[config.mk]
export PLATFORM = sky130hd
export DESIGN_NAME = priority_round_robin_task_scheduler_core
export DESIGN_NICKNAME = d
export VERILOG_FILES = /design/src/design/prrts_pkg.sv /design/src/design/prrts_cell.sv /design/src/design/prrts_ctrl.sv /design/src/design/priority_round_robin_task_scheduler_core.sv
export SDC_FILE = /design/constraint.sdc
export NUM_CORES = 2
export LEC_CHECK = 0
export ABC_AREA = 1
export BUFFER_PORTS_ARGS = -buffer_cell sky130_fd_sc_hd__buf_4
export CAP_MARGIN = 10
export CORE_ASPECT_RATIO = 0.5
export CORE_MARGIN = 2
export CORE_UTILIZATION = 30
export DETAILED_ROUTE_END_ITERATION = 8
export GPL_TIMING_DRIVEN = 0
export PLACE_DENSITY = 0.51
export SETUP_SLACK_MARGIN = 0.15
export SLEW_MARGIN = 15
export SYNTH_ARGS = -nofsm -noshare
export SYNTH_HDL_FRONTEND = slang
export SYNTH_SLANG_ARGS = --single-unit
[constraint.sdc]
create_clock -name clk -period 7.4 [get_ports clk]
set_input_delay 1.11 -clock clk [delete_from_list [all_inputs] [get_ports clk]]
set_output_delay 1.11 -clock clk [all_outputs]
set_load 0.01 [all_outputs]
[src/design/prrts_pkg.sv]
// shared types, constants and codes for the task scheduler
`timescale 1ns / 1ps

package prrts_pkg;

    localparam int MAX_TASKS = 16;
    localparam int IDX_W     = (MAX_TASKS > 1) ? $clog2(MAX_TASKS) : 1;
    localparam int CNT_W     = $clog2(MAX_TASKS + 1);

    localparam logic [7:0] IDLE_PRIO = 8'd255;

    typedef enum logic [2:0] {
        FN_CREATE = 3'd0,
        FN_TICK   = 3'd1,
        FN_DELAY  = 3'd2,
        FN_SWITCH = 3'd3,
        FN_START  = 3'd4
    } func_t;

    typedef enum logic [1:0] {
        RES_OK       = 2'd0,
        RES_FULL     = 2'd1,
        RES_NO_TASKS = 2'd2,
        RES_IGNORED  = 2'd3
    } status_t;

    localparam logic [1:0] RS_READY   = 2'd0;
    localparam logic [1:0] RS_RUNNING = 2'd1;
    localparam logic [1:0] RS_BLOCKED = 2'd2;

    typedef enum logic [2:0] {
        OP_NONE,
        OP_CREATE,
        OP_TICK,
        OP_DELAY,
        OP_DEMOTE,
        OP_RUN
    } cell_op_t;

    typedef enum logic [1:0] {
        S_IDLE,
        S_EXEC,
        S_SCAN,
        S_FINISH
    } state_t;

    typedef struct packed {
        cell_op_t          op;
        logic [IDX_W-1:0]  target;
        logic [7:0]        prio;
        logic [31:0]       sp;
        logic [31:0]       ticks;
        logic [IDX_W-1:0]  cur;
        logic [CNT_W-1:0]  count;
    } cell_cmd_t;

    typedef struct packed {
        logic              found;
        logic [7:0]        prio;
        logic [CNT_W-1:0]  gap;
        logic [IDX_W-1:0]  idx;
        logic [31:0]       sp;
    } cand_t;

endpackage

[src/design/prrts_cell.sv]
// one task table entry with its stage of the candidate chain
`timescale 1ns / 1ps

module prrts_cell (
    input  logic                            clk,
    input  logic [prrts_pkg::IDX_W-1:0]     cell_idx,
    input  prrts_pkg::cell_cmd_t            cmd,
    input  prrts_pkg::cand_t                cand_in,
    output prrts_pkg::cand_t                cand_out
);

    logic [1:0]  run_state_reg, run_state_next;
    logic [7:0]  prio_reg, prio_next;
    logic [31:0] ticks_reg, ticks_next;
    logic [31:0] sp_reg, sp_next;
    prrts_pkg::cand_t cand_reg, cand_next;

    logic                        hit;
    logic                        in_table;
    logic                        eligible;
    logic                        take;
    logic [prrts_pkg::CNT_W-1:0] idx_ext;
    logic [prrts_pkg::CNT_W-1:0] cur_ext;
    logic [prrts_pkg::CNT_W-1:0] gap;

    // entry update
    always_comb
    begin
        hit            = (cmd.target == cell_idx);
        idx_ext        = prrts_pkg::CNT_W'(cell_idx);
        in_table       = (idx_ext < cmd.count);
        run_state_next = run_state_reg;
        prio_next      = prio_reg;
        ticks_next     = ticks_reg;
        sp_next        = sp_reg;
        unique case (cmd.op)
            prrts_pkg::OP_CREATE:
            begin
                if (hit)
                begin
                    run_state_next = prrts_pkg::RS_READY;
                    prio_next      = cmd.prio;
                    ticks_next     = '0;
                    sp_next        = cmd.sp;
                end
            end
            prrts_pkg::OP_TICK:
            begin
                if ((cell_idx != '0) && in_table &&
                    (run_state_reg == prrts_pkg::RS_BLOCKED) && (ticks_reg != '0))
                begin
                    ticks_next = ticks_reg - 32'd1;
                    if (ticks_reg == 32'd1)
                    begin
                        run_state_next = prrts_pkg::RS_READY;
                    end
                end
            end
            prrts_pkg::OP_DELAY:
            begin
                if (hit)
                begin
                    ticks_next     = cmd.ticks;
                    run_state_next = prrts_pkg::RS_BLOCKED;
                end
            end
            prrts_pkg::OP_DEMOTE:
            begin
                if (hit)
                begin
                    sp_next = cmd.sp;
                    if (run_state_reg == prrts_pkg::RS_RUNNING)
                    begin
                        run_state_next = prrts_pkg::RS_READY;
                    end
                end
            end
            prrts_pkg::OP_RUN:
            begin
                if (hit)
                begin
                    run_state_next = prrts_pkg::RS_RUNNING;
                end
            end
            default:
            begin
            end
        endcase
    end

    // candidate stage: keep the better of the incoming and this entry
    always_comb
    begin
        cur_ext = prrts_pkg::CNT_W'(cmd.cur);
        if (idx_ext > cur_ext)
        begin
            gap = idx_ext - cur_ext - prrts_pkg::CNT_W'(1);
        end
        else
        begin
            gap = idx_ext + cmd.count - cur_ext - prrts_pkg::CNT_W'(1);
        end
        eligible = in_table && (prio_reg != prrts_pkg::IDLE_PRIO) &&
                   ((run_state_reg == prrts_pkg::RS_READY) ||
                    (run_state_reg == prrts_pkg::RS_RUNNING));
        take = eligible && (!cand_in.found || (prio_reg < cand_in.prio) ||
                            ((prio_reg == cand_in.prio) && (gap < cand_in.gap)));
        cand_next = cand_in;
        if (take)
        begin
            cand_next.found = 1'b1;
            cand_next.prio  = prio_reg;
            cand_next.gap   = gap;
            cand_next.idx   = cell_idx;
            cand_next.sp    = sp_reg;
        end
        else if (!cand_in.found && (cell_idx == '0))
        begin
            // idle fallback carries entry zero's stack pointer
            cand_next.sp = sp_reg;
        end
    end

    always_ff @(posedge clk)
    begin
        run_state_reg <= run_state_next;
        prio_reg      <= prio_next;
        ticks_reg     <= ticks_next;
        sp_reg        <= sp_next;
        cand_reg      <= cand_next;
    end

    assign cand_out = cand_reg;

endmodule

[src/design/prrts_ctrl.sv]
// sequencer, scheduler registers and result register
`timescale 1ns / 1ps

module prrts_ctrl (
    input  logic                         clk,
    input  logic                         rst_n,
    input  logic                         in_valid,
    output logic                         in_ready,
    input  logic [2:0]                   func,
    input  logic [7:0]                   priority_req,
    input  logic [31:0]                  stack_pointer,
    input  logic [31:0]                  delay_ticks,
    output logic                         out_valid,
    input  logic                         out_ready,
    output logic [1:0]                   status,
    output logic [3:0]                   task_index,
    output logic [31:0]                  task_sp,
    output logic                         switch_request,
    output prrts_pkg::cell_cmd_t         cmd,
    input  prrts_pkg::cand_t             cand
);

    prrts_pkg::state_t  state_reg, state_next;
    prrts_pkg::func_t   func_reg, func_next;
    logic [7:0]         prio_reg, prio_next;
    logic [31:0]        sp_reg, sp_next;
    logic [31:0]        dly_reg, dly_next;
    logic [prrts_pkg::CNT_W-1:0] count_reg, count_next;
    logic [prrts_pkg::IDX_W-1:0] cur_reg, cur_next;
    logic               cur_valid_reg, cur_valid_next;
    logic               running_reg, running_next;
    logic [prrts_pkg::IDX_W-1:0] scan_cnt_reg, scan_cnt_next;

    logic               out_valid_reg, out_valid_next;
    prrts_pkg::status_t status_reg, status_next;
    logic [3:0]         index_reg, index_next;
    logic [31:0]        tsp_reg, tsp_next;
    logic               req_reg, req_next;

    logic               out_free;
    logic               load_out;

    assign out_free = !out_valid_reg || out_ready;

    always_comb
    begin
        state_next = state_reg;
        unique case (state_reg)
            prrts_pkg::S_IDLE:
            begin
                if (in_valid)
                begin
                    state_next = prrts_pkg::S_EXEC;
                end
            end
            prrts_pkg::S_EXEC:
            begin
                if ((func_reg == prrts_pkg::FN_SWITCH) && (count_reg != '0))
                begin
                    state_next = prrts_pkg::S_SCAN;
                end
                else if (out_free)
                begin
                    state_next = prrts_pkg::S_IDLE;
                end
            end
            prrts_pkg::S_SCAN:
            begin
                if (scan_cnt_reg == '0)
                begin
                    state_next = prrts_pkg::S_FINISH;
                end
            end
            prrts_pkg::S_FINISH:
            begin
                if (out_free)
                begin
                    state_next = prrts_pkg::S_IDLE;
                end
            end
        endcase
    end

    always_comb
    begin
        in_ready       = (state_reg == prrts_pkg::S_IDLE);
        func_next      = func_reg;
        prio_next      = prio_reg;
        sp_next        = sp_reg;
        dly_next       = dly_reg;
        count_next     = count_reg;
        cur_next       = cur_reg;
        cur_valid_next = cur_valid_reg;
        running_next   = running_reg;
        scan_cnt_next  = scan_cnt_reg;
        load_out       = 1'b0;
        status_next    = status_reg;
        index_next     = index_reg;
        tsp_next       = tsp_reg;
        req_next       = req_reg;

        cmd        = '0;
        cmd.op     = prrts_pkg::OP_NONE;
        cmd.cur    = cur_reg;
        cmd.count  = count_reg;

        unique case (state_reg)
            prrts_pkg::S_IDLE:
            begin
                if (in_valid)
                begin
                    func_next = prrts_pkg::func_t'(func);
                    prio_next = priority_req;
                    sp_next   = stack_pointer;
                    dly_next  = delay_ticks;
                end
            end
            prrts_pkg::S_EXEC:
            begin
                status_next = prrts_pkg::RES_OK;
                index_next  = '0;
                tsp_next    = '0;
                req_next    = 1'b0;
                unique case (func_reg)
                    prrts_pkg::FN_CREATE:
                    begin
                        load_out = out_free;
                        if (count_reg >= prrts_pkg::CNT_W'(prrts_pkg::MAX_TASKS))
                        begin
                            status_next = prrts_pkg::RES_FULL;
                        end
                        else
                        begin
                            index_next = 4'(count_reg[prrts_pkg::IDX_W-1:0]);
                            if (out_free)
                            begin
                                cmd.op     = prrts_pkg::OP_CREATE;
                                cmd.target = count_reg[prrts_pkg::IDX_W-1:0];
                                cmd.prio   = prio_reg;
                                cmd.sp     = sp_reg;
                                count_next = count_reg + prrts_pkg::CNT_W'(1);
                            end
                        end
                    end
                    prrts_pkg::FN_TICK:
                    begin
                        load_out = out_free;
                        if (out_free)
                        begin
                            cmd.op = prrts_pkg::OP_TICK;
                        end
                    end
                    prrts_pkg::FN_DELAY:
                    begin
                        load_out = out_free;
                        if (cur_valid_reg && (dly_reg != '0))
                        begin
                            req_next = running_reg;
                            if (out_free)
                            begin
                                cmd.op     = prrts_pkg::OP_DELAY;
                                cmd.target = cur_reg;
                                cmd.ticks  = dly_reg;
                            end
                        end
                        else
                        begin
                            status_next = prrts_pkg::RES_IGNORED;
                        end
                    end
                    prrts_pkg::FN_SWITCH:
                    begin
                        if (count_reg == '0)
                        begin
                            load_out    = out_free;
                            status_next = prrts_pkg::RES_NO_TASKS;
                        end
                        else
                        begin
                            // save outgoing sp before the sweep starts
                            if (cur_valid_reg)
                            begin
                                cmd.op     = prrts_pkg::OP_DEMOTE;
                                cmd.target = cur_reg;
                                cmd.sp     = sp_reg;
                            end
                            scan_cnt_next = prrts_pkg::IDX_W'(prrts_pkg::MAX_TASKS - 1);
                        end
                    end
                    prrts_pkg::FN_START:
                    begin
                        load_out = out_free;
                        if (count_reg == '0)
                        begin
                            status_next = prrts_pkg::RES_NO_TASKS;
                        end
                        else
                        begin
                            req_next = 1'b1;
                            if (out_free)
                            begin
                                running_next   = 1'b1;
                                cur_valid_next = 1'b0;
                            end
                        end
                    end
                    default:
                    begin
                        load_out    = out_free;
                        status_next = prrts_pkg::RES_IGNORED;
                    end
                endcase
            end
            prrts_pkg::S_SCAN:
            begin
                scan_cnt_next = scan_cnt_reg - prrts_pkg::IDX_W'(1);
            end
            prrts_pkg::S_FINISH:
            begin
                load_out    = out_free;
                status_next = prrts_pkg::RES_OK;
                index_next  = 4'(cand.idx);
                tsp_next    = cand.sp;
                req_next    = 1'b0;
                if (out_free)
                begin
                    cmd.op         = prrts_pkg::OP_RUN;
                    cmd.target     = cand.idx;
                    cur_next       = cand.idx;
                    cur_valid_next = 1'b1;
                end
            end
        endcase

        if (load_out)
        begin
            out_valid_next = 1'b1;
        end
        else if (out_ready)
        begin
            out_valid_next = 1'b0;
        end
        else
        begin
            out_valid_next = out_valid_reg;
        end
    end

    always_ff @(posedge clk or negedge rst_n)
    begin
        if (!rst_n)
        begin
            state_reg     <= prrts_pkg::S_IDLE;
            count_reg     <= '0;
            cur_reg       <= '0;
            cur_valid_reg <= 1'b0;
            running_reg   <= 1'b0;
            scan_cnt_reg  <= '0;
            out_valid_reg <= 1'b0;
        end
        else
        begin
            state_reg     <= state_next;
            count_reg     <= count_next;
            cur_reg       <= cur_next;
            cur_valid_reg <= cur_valid_next;
            running_reg   <= running_next;
            scan_cnt_reg  <= scan_cnt_next;
            out_valid_reg <= out_valid_next;
        end
    end

    always_ff @(posedge clk)
    begin
        func_reg <= func_next;
        prio_reg <= prio_next;
        sp_reg   <= sp_next;
        dly_reg  <= dly_next;
        if (load_out)
        begin
            status_reg <= status_next;
            index_reg  <= index_next;
            tsp_reg    <= tsp_next;
            req_reg    <= req_next;
        end
    end

    assign out_valid      = out_valid_reg;
    assign status         = status_reg;
    assign task_index     = index_reg;
    assign task_sp        = tsp_reg;
    assign switch_request = req_reg;

endmodule

[src/design/priority_round_robin_task_scheduler_core.sv]
// top level of the priority round-robin task scheduler
`timescale 1ns / 1ps

// channel   handshake              payload
// in        in_valid / in_ready    func, priority_req, stack_pointer, delay_ticks
// out       out_valid / out_ready  status, task_index, task_sp, switch_request
//
// create, tick, delay, start and unused codes: done in the exec state, and a
// new request is taken only back in idle; switch adds the scan and finish states
// for the candidate sweep that moves one cell per cycle down the chain of task cells
// reset clears the task count, current task and run flag; table entries
// hold until written. a stalled result holds the sequencer before its commit

module priority_round_robin_task_scheduler_core (
    input  logic        clk,
    input  logic        rst_n,
    input  logic        in_valid,
    output logic        in_ready,
    input  logic [2:0]  func,
    input  logic [7:0]  priority_req,
    input  logic [31:0] stack_pointer,
    input  logic [31:0] delay_ticks,
    output logic        out_valid,
    input  logic        out_ready,
    output logic [1:0]  status,
    output logic [3:0]  task_index,
    output logic [31:0] task_sp,
    output logic        switch_request
);

    prrts_pkg::cell_cmd_t cmd;
    prrts_pkg::cand_t     cand_chain [0:prrts_pkg::MAX_TASKS];

    assign cand_chain[0] = '0;

    for (genvar k = 0; k < prrts_pkg::MAX_TASKS; k++)
    begin : g_cell
        prrts_cell u_cell (
            .clk      (clk),
            .cell_idx (prrts_pkg::IDX_W'(k)),
            .cmd      (cmd),
            .cand_in  (cand_chain[k]),
            .cand_out (cand_chain[k+1])
        );
    end

    prrts_ctrl u_ctrl (
        .clk            (clk),
        .rst_n          (rst_n),
        .in_valid       (in_valid),
        .in_ready       (in_ready),
        .func           (func),
        .priority_req   (priority_req),
        .stack_pointer  (stack_pointer),
        .delay_ticks    (delay_ticks),
        .out_valid      (out_valid),
        .out_ready      (out_ready),
        .status         (status),
        .task_index     (task_index),
        .task_sp        (task_sp),
        .switch_request (switch_request),
        .cmd            (cmd),
        .cand           (cand_chain[prrts_pkg::MAX_TASKS])
    );

    // one item in flight at a time
    a_busy_after_accept: assert property (@(posedge clk) disable iff (!rst_n)
        (in_valid && in_ready) |=> !in_ready)
        else $error("input taken while an item is in flight");

    // committing the chosen task always produces a result
    a_run_gives_result: assert property (@(posedge clk) disable iff (!rst_n)
        (cmd.op == prrts_pkg::OP_RUN) |=> (out_valid && (status == prrts_pkg::RES_OK)))
        else $error("switch commit without result");

    a_full_fields: assert property (@(posedge clk) disable iff (!rst_n)
        (out_valid && (status == prrts_pkg::RES_FULL)) |->
        ((task_index == 4'd0) && (task_sp == 32'd0) && !switch_request))
        else $error("table full result carries data");

    a_no_tasks_fields: assert property (@(posedge clk) disable iff (!rst_n)
        (out_valid && (status == prrts_pkg::RES_NO_TASKS)) |->
        ((task_index == 4'd0) && (task_sp == 32'd0)))
        else $error("no tasks result carries data");

endmodule

* Word level (Yosys, flattened, before mapping)
Cells that the tools add are included.
** Word-level totals
- Word-level logic and storage cells :: 1092
- Bits of input ports :: 79
- Register bits after elaboration :: 2070
- Output and inout port bits :: 41
** Cells by class
- Equality and inequality tests :: 221
- Add/sub/neg operators :: 95
- Muxes and demuxes :: 282
- Bitwise gates (word level) :: 2
- Order comparisons :: 63
- Reduce and logical (&&, ||, !) cells :: 274
** Operator list (count)
- $mux 32 :: 65
- $pmux 32 s3 :: 15
- $reduce_bool 32->1 :: 16
- $eq 32x1->1 const B :: 15
- $sub 32x1->32 const B :: 15
- $mux 17 :: 14
- $mux 2 :: 117
- $ne 2x1->1 const B :: 114
- $sub 5x1->5 const B :: 32
- $pmux 2 s5 :: 15
- $ne 8x8->1 const B :: 16
- $pmux 32 s2 :: 2
- $eq 8x8->1 :: 15
- $lt 8x8->1 :: 15
- $reduce_and 8->1 :: 15
- $logic_and 1x1->1 :: 94
- $mux 5 :: 16
- $sub 5x4->5 :: 16
- $lt 5x5->1 :: 15
- $mux 72 :: 1
- $reduce_and 2->1 :: 36
- $reduce_and 4->1 :: 17
- $logic_or 1x1->1 :: 47
- $mux 47 :: 1
- other kinds (56) :: 213

* Longest topological paths before layout
- Depth in word-level cells :: 9
- Mapped depth :: 24
- Gate-level depth less buffers :: 20

* Cells and area by module
From an unflattened synthesis, not the netlist that was laid out.
** Second synthesis, totals
- Cell total of the unflattened synthesis :: 12346
- Area, all modules :: 111072.8 um^2
** By module, submodules not included
- prrts_cell at g_cell[0].u_cell ... :: cells each 737, times used 9, area each 6545.0 um^2
- prrts_cell at g_cell[4].u_cell ... :: cells each 739, times used 5, area each 6621.4 um^2
- prrts_cell at g_cell[9].u_cell :: cells each 735, times used 1, area each 6636.4 um^2
- prrts_cell at g_cell[12].u_cell :: cells each 747, times used 1, area each 6575.1 um^2
- prrts_ctrl :: cells each 534, times used 1, area each 5841.9 um^2
- priority_round_robin_task_scheduler_core :: cells each 2, times used 1, area each 7.5 um^2

* Worst setup path before layout
Ideal clock, no wire load.
- Path type :: input to register
- From :: input port in_valid
- To :: register u_ctrl.dly_reg[0] (enable)
- Arrival :: 6.226 ns
- Slack :: 0.574 ns
- Cell stages on the path :: 2
- Required time :: 6.800 ns
- Path through :: inv_1 -> nor3_1
** On the way
- Cells in the longest elaborated chain, start to end :: 1
** Ends and longest elaborated chain
- start: declaration :: line priority_round_robin_task_scheduler_core.sv:17 : input logic in_valid,
- $reduce_and 2->1 (no source line)
- end signal: assignment :: line prrts_ctrl.sv:278 : dly_reg <= dly_next;
- end: declaration :: line prrts_ctrl.sv:27 : logic [31:0] dly_reg, dly_next;
No other way between the ends.
A chain may end at the register's enable or synchronous reset.

==> reports/metrics.sh <==
NUMBER_OF_GLOBAL_ROUTE_VIAS_BEFORE_REPAIR=59724
LARGEST_NET_DEGREE_AT_THE_START_OF_GLOBAL_ROUTING=35
WORST-PATH-MAX-FANOUT=10
VIA_COUNT_OF_THE_ROUTED_DESIGN=60769
DETAIL_ROUTE.VIAS_PER_CELL=4.65
FINAL.MIN_CLOCK_PERIOD_NS=6.31
TIMING.CRITICAL_PATH.REQUIRED_NS=8.18
CLOCK-SKEW-FINAL_NS=0.0626
SYNTH.CELL_AREA_UM2=86300
LARGEST_REG_FLOPS=771
NUM_IO_PINS=120
GRT_SETUP_UNREPAIRED='no'
MAX_FREQ_MHz=158
HTREE_NUM_LEVELS=4
CELLLEAKAGEPOWER_nW=39.1
WL_PER_CELL_UM=18.5
TOTALPOWERFINAL_mW=29.6
DIE_W_UM=763
R2R-END='g_cell[2].u_cell.cand_out[1]'
POSTSYNTH.ASYNCRESETSHARE_PCT=0.876
CP_DATA_ARRIVAL_TIME_NS=7.09
ANTENNA_FOUND_INITIAL=12
POSTCTSSETUPBUFFERS=0
PLACE.GP.CONGESTION=0.910
START_UTIL_PCT=30.1
DIE_HEIGHT_UM=383
SYN-MEAN-INSTANCE-AREA_UM2=9.89
MAXSLEWVIOLCOUNT=0
SEQ_AREA_FRAC_SYNTH_PCT=62.4
MOST_COMMON_CELL_AFTER_LAYOUT_FILL_AND_TAPS_ASIDE='nand2_1'
POSTSYNTHREGISTERBITS=2055
FINAL_LAYOUT_SIZE_SUFFIX_GT1_SHARE_PCT=7.71
AREA_OVERHEAD_OF_THE_LAYOUT_RELATIVE_TO_SYNTHESIS_PCT=15.7
ENDPOINT_KIND='flop'
AREA.SEQUENTIAL_UM2=53900
CTS.HOLD.BUFFERS_ADDED=0
SYNTH_TOP_FLOP_CELL='edfxtp_1'
SYNTH_ENABLE_FLOP_CELLS=1266
FILLERINSTANCES=28951
R2R_START='u_ctrl.cur_reg[2]'
CTS_NUM_SINKS=2055
MAX-CAP-VIOLATIONS=0
FLOORPLAN.ROWS=139
SETUP.WORST_PATH.CLASS='flop to flop'
COUNT_OF_BUFFERS_FROM_PORT_BUFFERING=119
DRT-INITIAL-DRC-COUNT=4820
FIRST_PASS_ITERS=6
WORST_SKEW_PAIR.LATE_LATENCY_NS=0.88
SYNTHESIZED_NETLIST_CELL_COUNT=8729
HOLD_VIOL=0
NUMBER_OF_NETS_IN_THE_LAYOUT=9437
REG2REG_SETUP_SLACK_NS=1.09
IR_WORST_VDD_mV=0.206
CTS_BUFFER_DEPTH=4
PERIOD_UTILIZATION_POST_ROUTE_PCT=85.3
SYNTHESIS.YOSYS.WARNINGS=0
YOSYSUNIQUECELLTYPES=62
FINAL_SETUP_VIO_COUNT=0
SYNTH_NETS=9070
CTS_MADE_BUFFERS=201
LAYOUT.CELLS.MOST_COMMON_LIST='2295 x nand2_1, 1266 x edfxtp_1, 899 x inv_1, 807 x o21ai_0, 803 x nor2_1'
CTS-RESIZED-GATES=0
FF2FF_PATH_DEPTH=23
FINAL_UTIL_PCT=34.8
MULTI_INPUT_AREA_UM2=28200
GRT_PASS1_WL_UM=363000
TIGHTEST_SLEW_NS=1.42
ROUTE.DETAILED.DRC=0
WORST_SETUP_HOLD_PATH_CLK_SLEW_NS=0.07
GRT-OVFL-TOTAL=0
CRITICAL_PATH.STARTPOINT_TYPE='flop'
DETAIL-ROUTE-ANTENNA-NETS=0
HPWLAFTERDP_UM=173000
GLOBALROUTETOTALUTIL_PCT=16.2
FLOORPLAN.DIE_AREA_UM2=292000
CTS_TREE='done'
CLOCKROOTBUFFER='clkbuf_16'
STATUS='finished, final reports clean'
POSTROUTEWIRELENGTH_UM=242000
MAX_SLEW_MARGIN_PCT=4.36
HOLD_CLASS='primary input to async pin'
PWR_DENSITY_CELL_nW_PER_UM2=297
FLOORPLAN.CORE_AREA_UM2=287000
[through the flow]
step                setup TNS, ns  cells  instance area, um^2  hold WS, ns  worst slack (ns)
CTS                             0  13062                99900       0.0883              1.19
global placement          -247.49  12655                92000        0.324             -3.05
floorplan                       0   8729                86300        0.323             0.574
detailed placement              0  12700                93300        0.327              1.23
finish                          0  13064                99900        0.151              1.09
global route                    0  13062                99900        0.122             0.864
[worst max path at each step]
stage | from | end
2_1_floorplan | in_valid | u_ctrl.dly_reg[0]
3_3_place_gp | in_valid | u_ctrl.sp_reg[16]
6_report | u_ctrl.cur_reg[2] | g_cell[2].u_cell.cand_out[1]
4_1_cts | u_ctrl.cur_reg[2] | g_cell[2].u_cell.cand_out[1]
5_1_grt | u_ctrl.cur_reg[2] | g_cell[2].u_cell.cand_out[1]
3_5_place_dp | u_ctrl.cur_reg[2] | g_cell[2].u_cell.cand_out[1]
[area by class of cell]
type	instances	share of cell area [%]
Buffer	257	1.21
Antenna cell	2	0.00501
Inverter	922	3.47
Clock inverter	81	0.874
Sequential cell	2055	54.0
Clock buffer	281	5.72
Multi-Input combinational cell	5495	28.2
Timing Repair Buffer	164	1.78
Tap cell	3807	4.77
[cells in the mapped netlist (5+ instances only)]
library cell / n / area share [%]
or2_2: 37 / 0.27
a21oi_1: 185 / 1.1
edfxtp_1: 1266 / 44
nand3b_1: 7 / 0.061
nor3_2: 10 / 0.12
o211ai_1: 5 / 0.043
o21a_1: 6 / 0.052
xnor2_1: 130 / 1.3
inv_1: 900 / 3.9
dfrtp_1: 18 / 0.52
nand2_1: 2295 / 10
o2111ai_1: 13 / 0.13
buf_6: 9 / 0.12
buf_2: 62 / 0.36
o21ai_1: 45 / 0.26
nor2_2: 12 / 0.087
nor3b_1: 16 / 0.14
nor2_1: 830 / 3.6
nand4_1: 108 / 0.78
buf_4: 17 / 0.15
xor2_1: 224 / 2.3
a31oi_1: 8 / 0.058
and3_1: 37 / 0.27
nor4_1: 60 / 0.43
o21bai_1: 8 / 0.070
nor3_1: 105 / 0.61
clkbuf_1: 168 / 0.73
dfxtp_1: 771 / 18
o31ai_1: 33 / 0.29
ha_1: 250 / 3.6
o21ai_0: 808 / 4.7
nand3_1: 189 / 1.1
inv_2: 20 / 0.087
a211oi_1: 5 / 0.043
fa_1: 12 / 0.28
[cell families (layout without fill, tap and decap cells)]
kind of cell	count (synthesis)	in the layout	share of synthesized area, %
and+or+nand+nor	3730	3730	17.7
DFF	2055	2055	62.4
buffers and inverters	1179	1705	5.37
AOI/OAI and AO/OA	1145	1145	7.00
xor gates and xnor gates	354	354	3.59
adders and majority gates	262	262	3.90
muxes	4	4	0.0464
other	0	2	0
[critical path: stages (launching register included)]
cell and delay, ns:
dfrtp_1 0.56, clkbuf_1 0.40, inv_1 0.52, ha_1 0.31
inv_1 0.07, fa_1 0.49, clkbuf_1 0.42, inv_1 0.14
a21oi_1 0.20, o21ai_0 0.15, xor2_1 0.18, o21ai_0 0.25
inv_1 0.08, ha_1 0.29, nand2_1 0.09, inv_1 0.04
nand4_1 0.07, o2111ai_1 0.12, nand2_1 0.09, nand2_1 0.34
inv_2 0.40, clkbuf_1 0.67, nand2_1 0.10, nand2_1 0.20
[metal layers]
layer  track usage (%)  share of wire (%)  up-vias
met5                 0             0.0029        -
met1              22.5                 47    29248
met2              26.2                 45     1494
met4              5.13                3.3        2
li1                  -                  -    29595
met3              2.13                4.9      430
[where the power goes]
part,switching (mW),internal (mW),leakage [nW],total (mW)
logic,3.70,1.71,17.9,5.41
clock network,4.50,5.98,3.21,10.5
registers,0.515,13.2,18.0,13.8
Power figures use the tool's default switching activity.
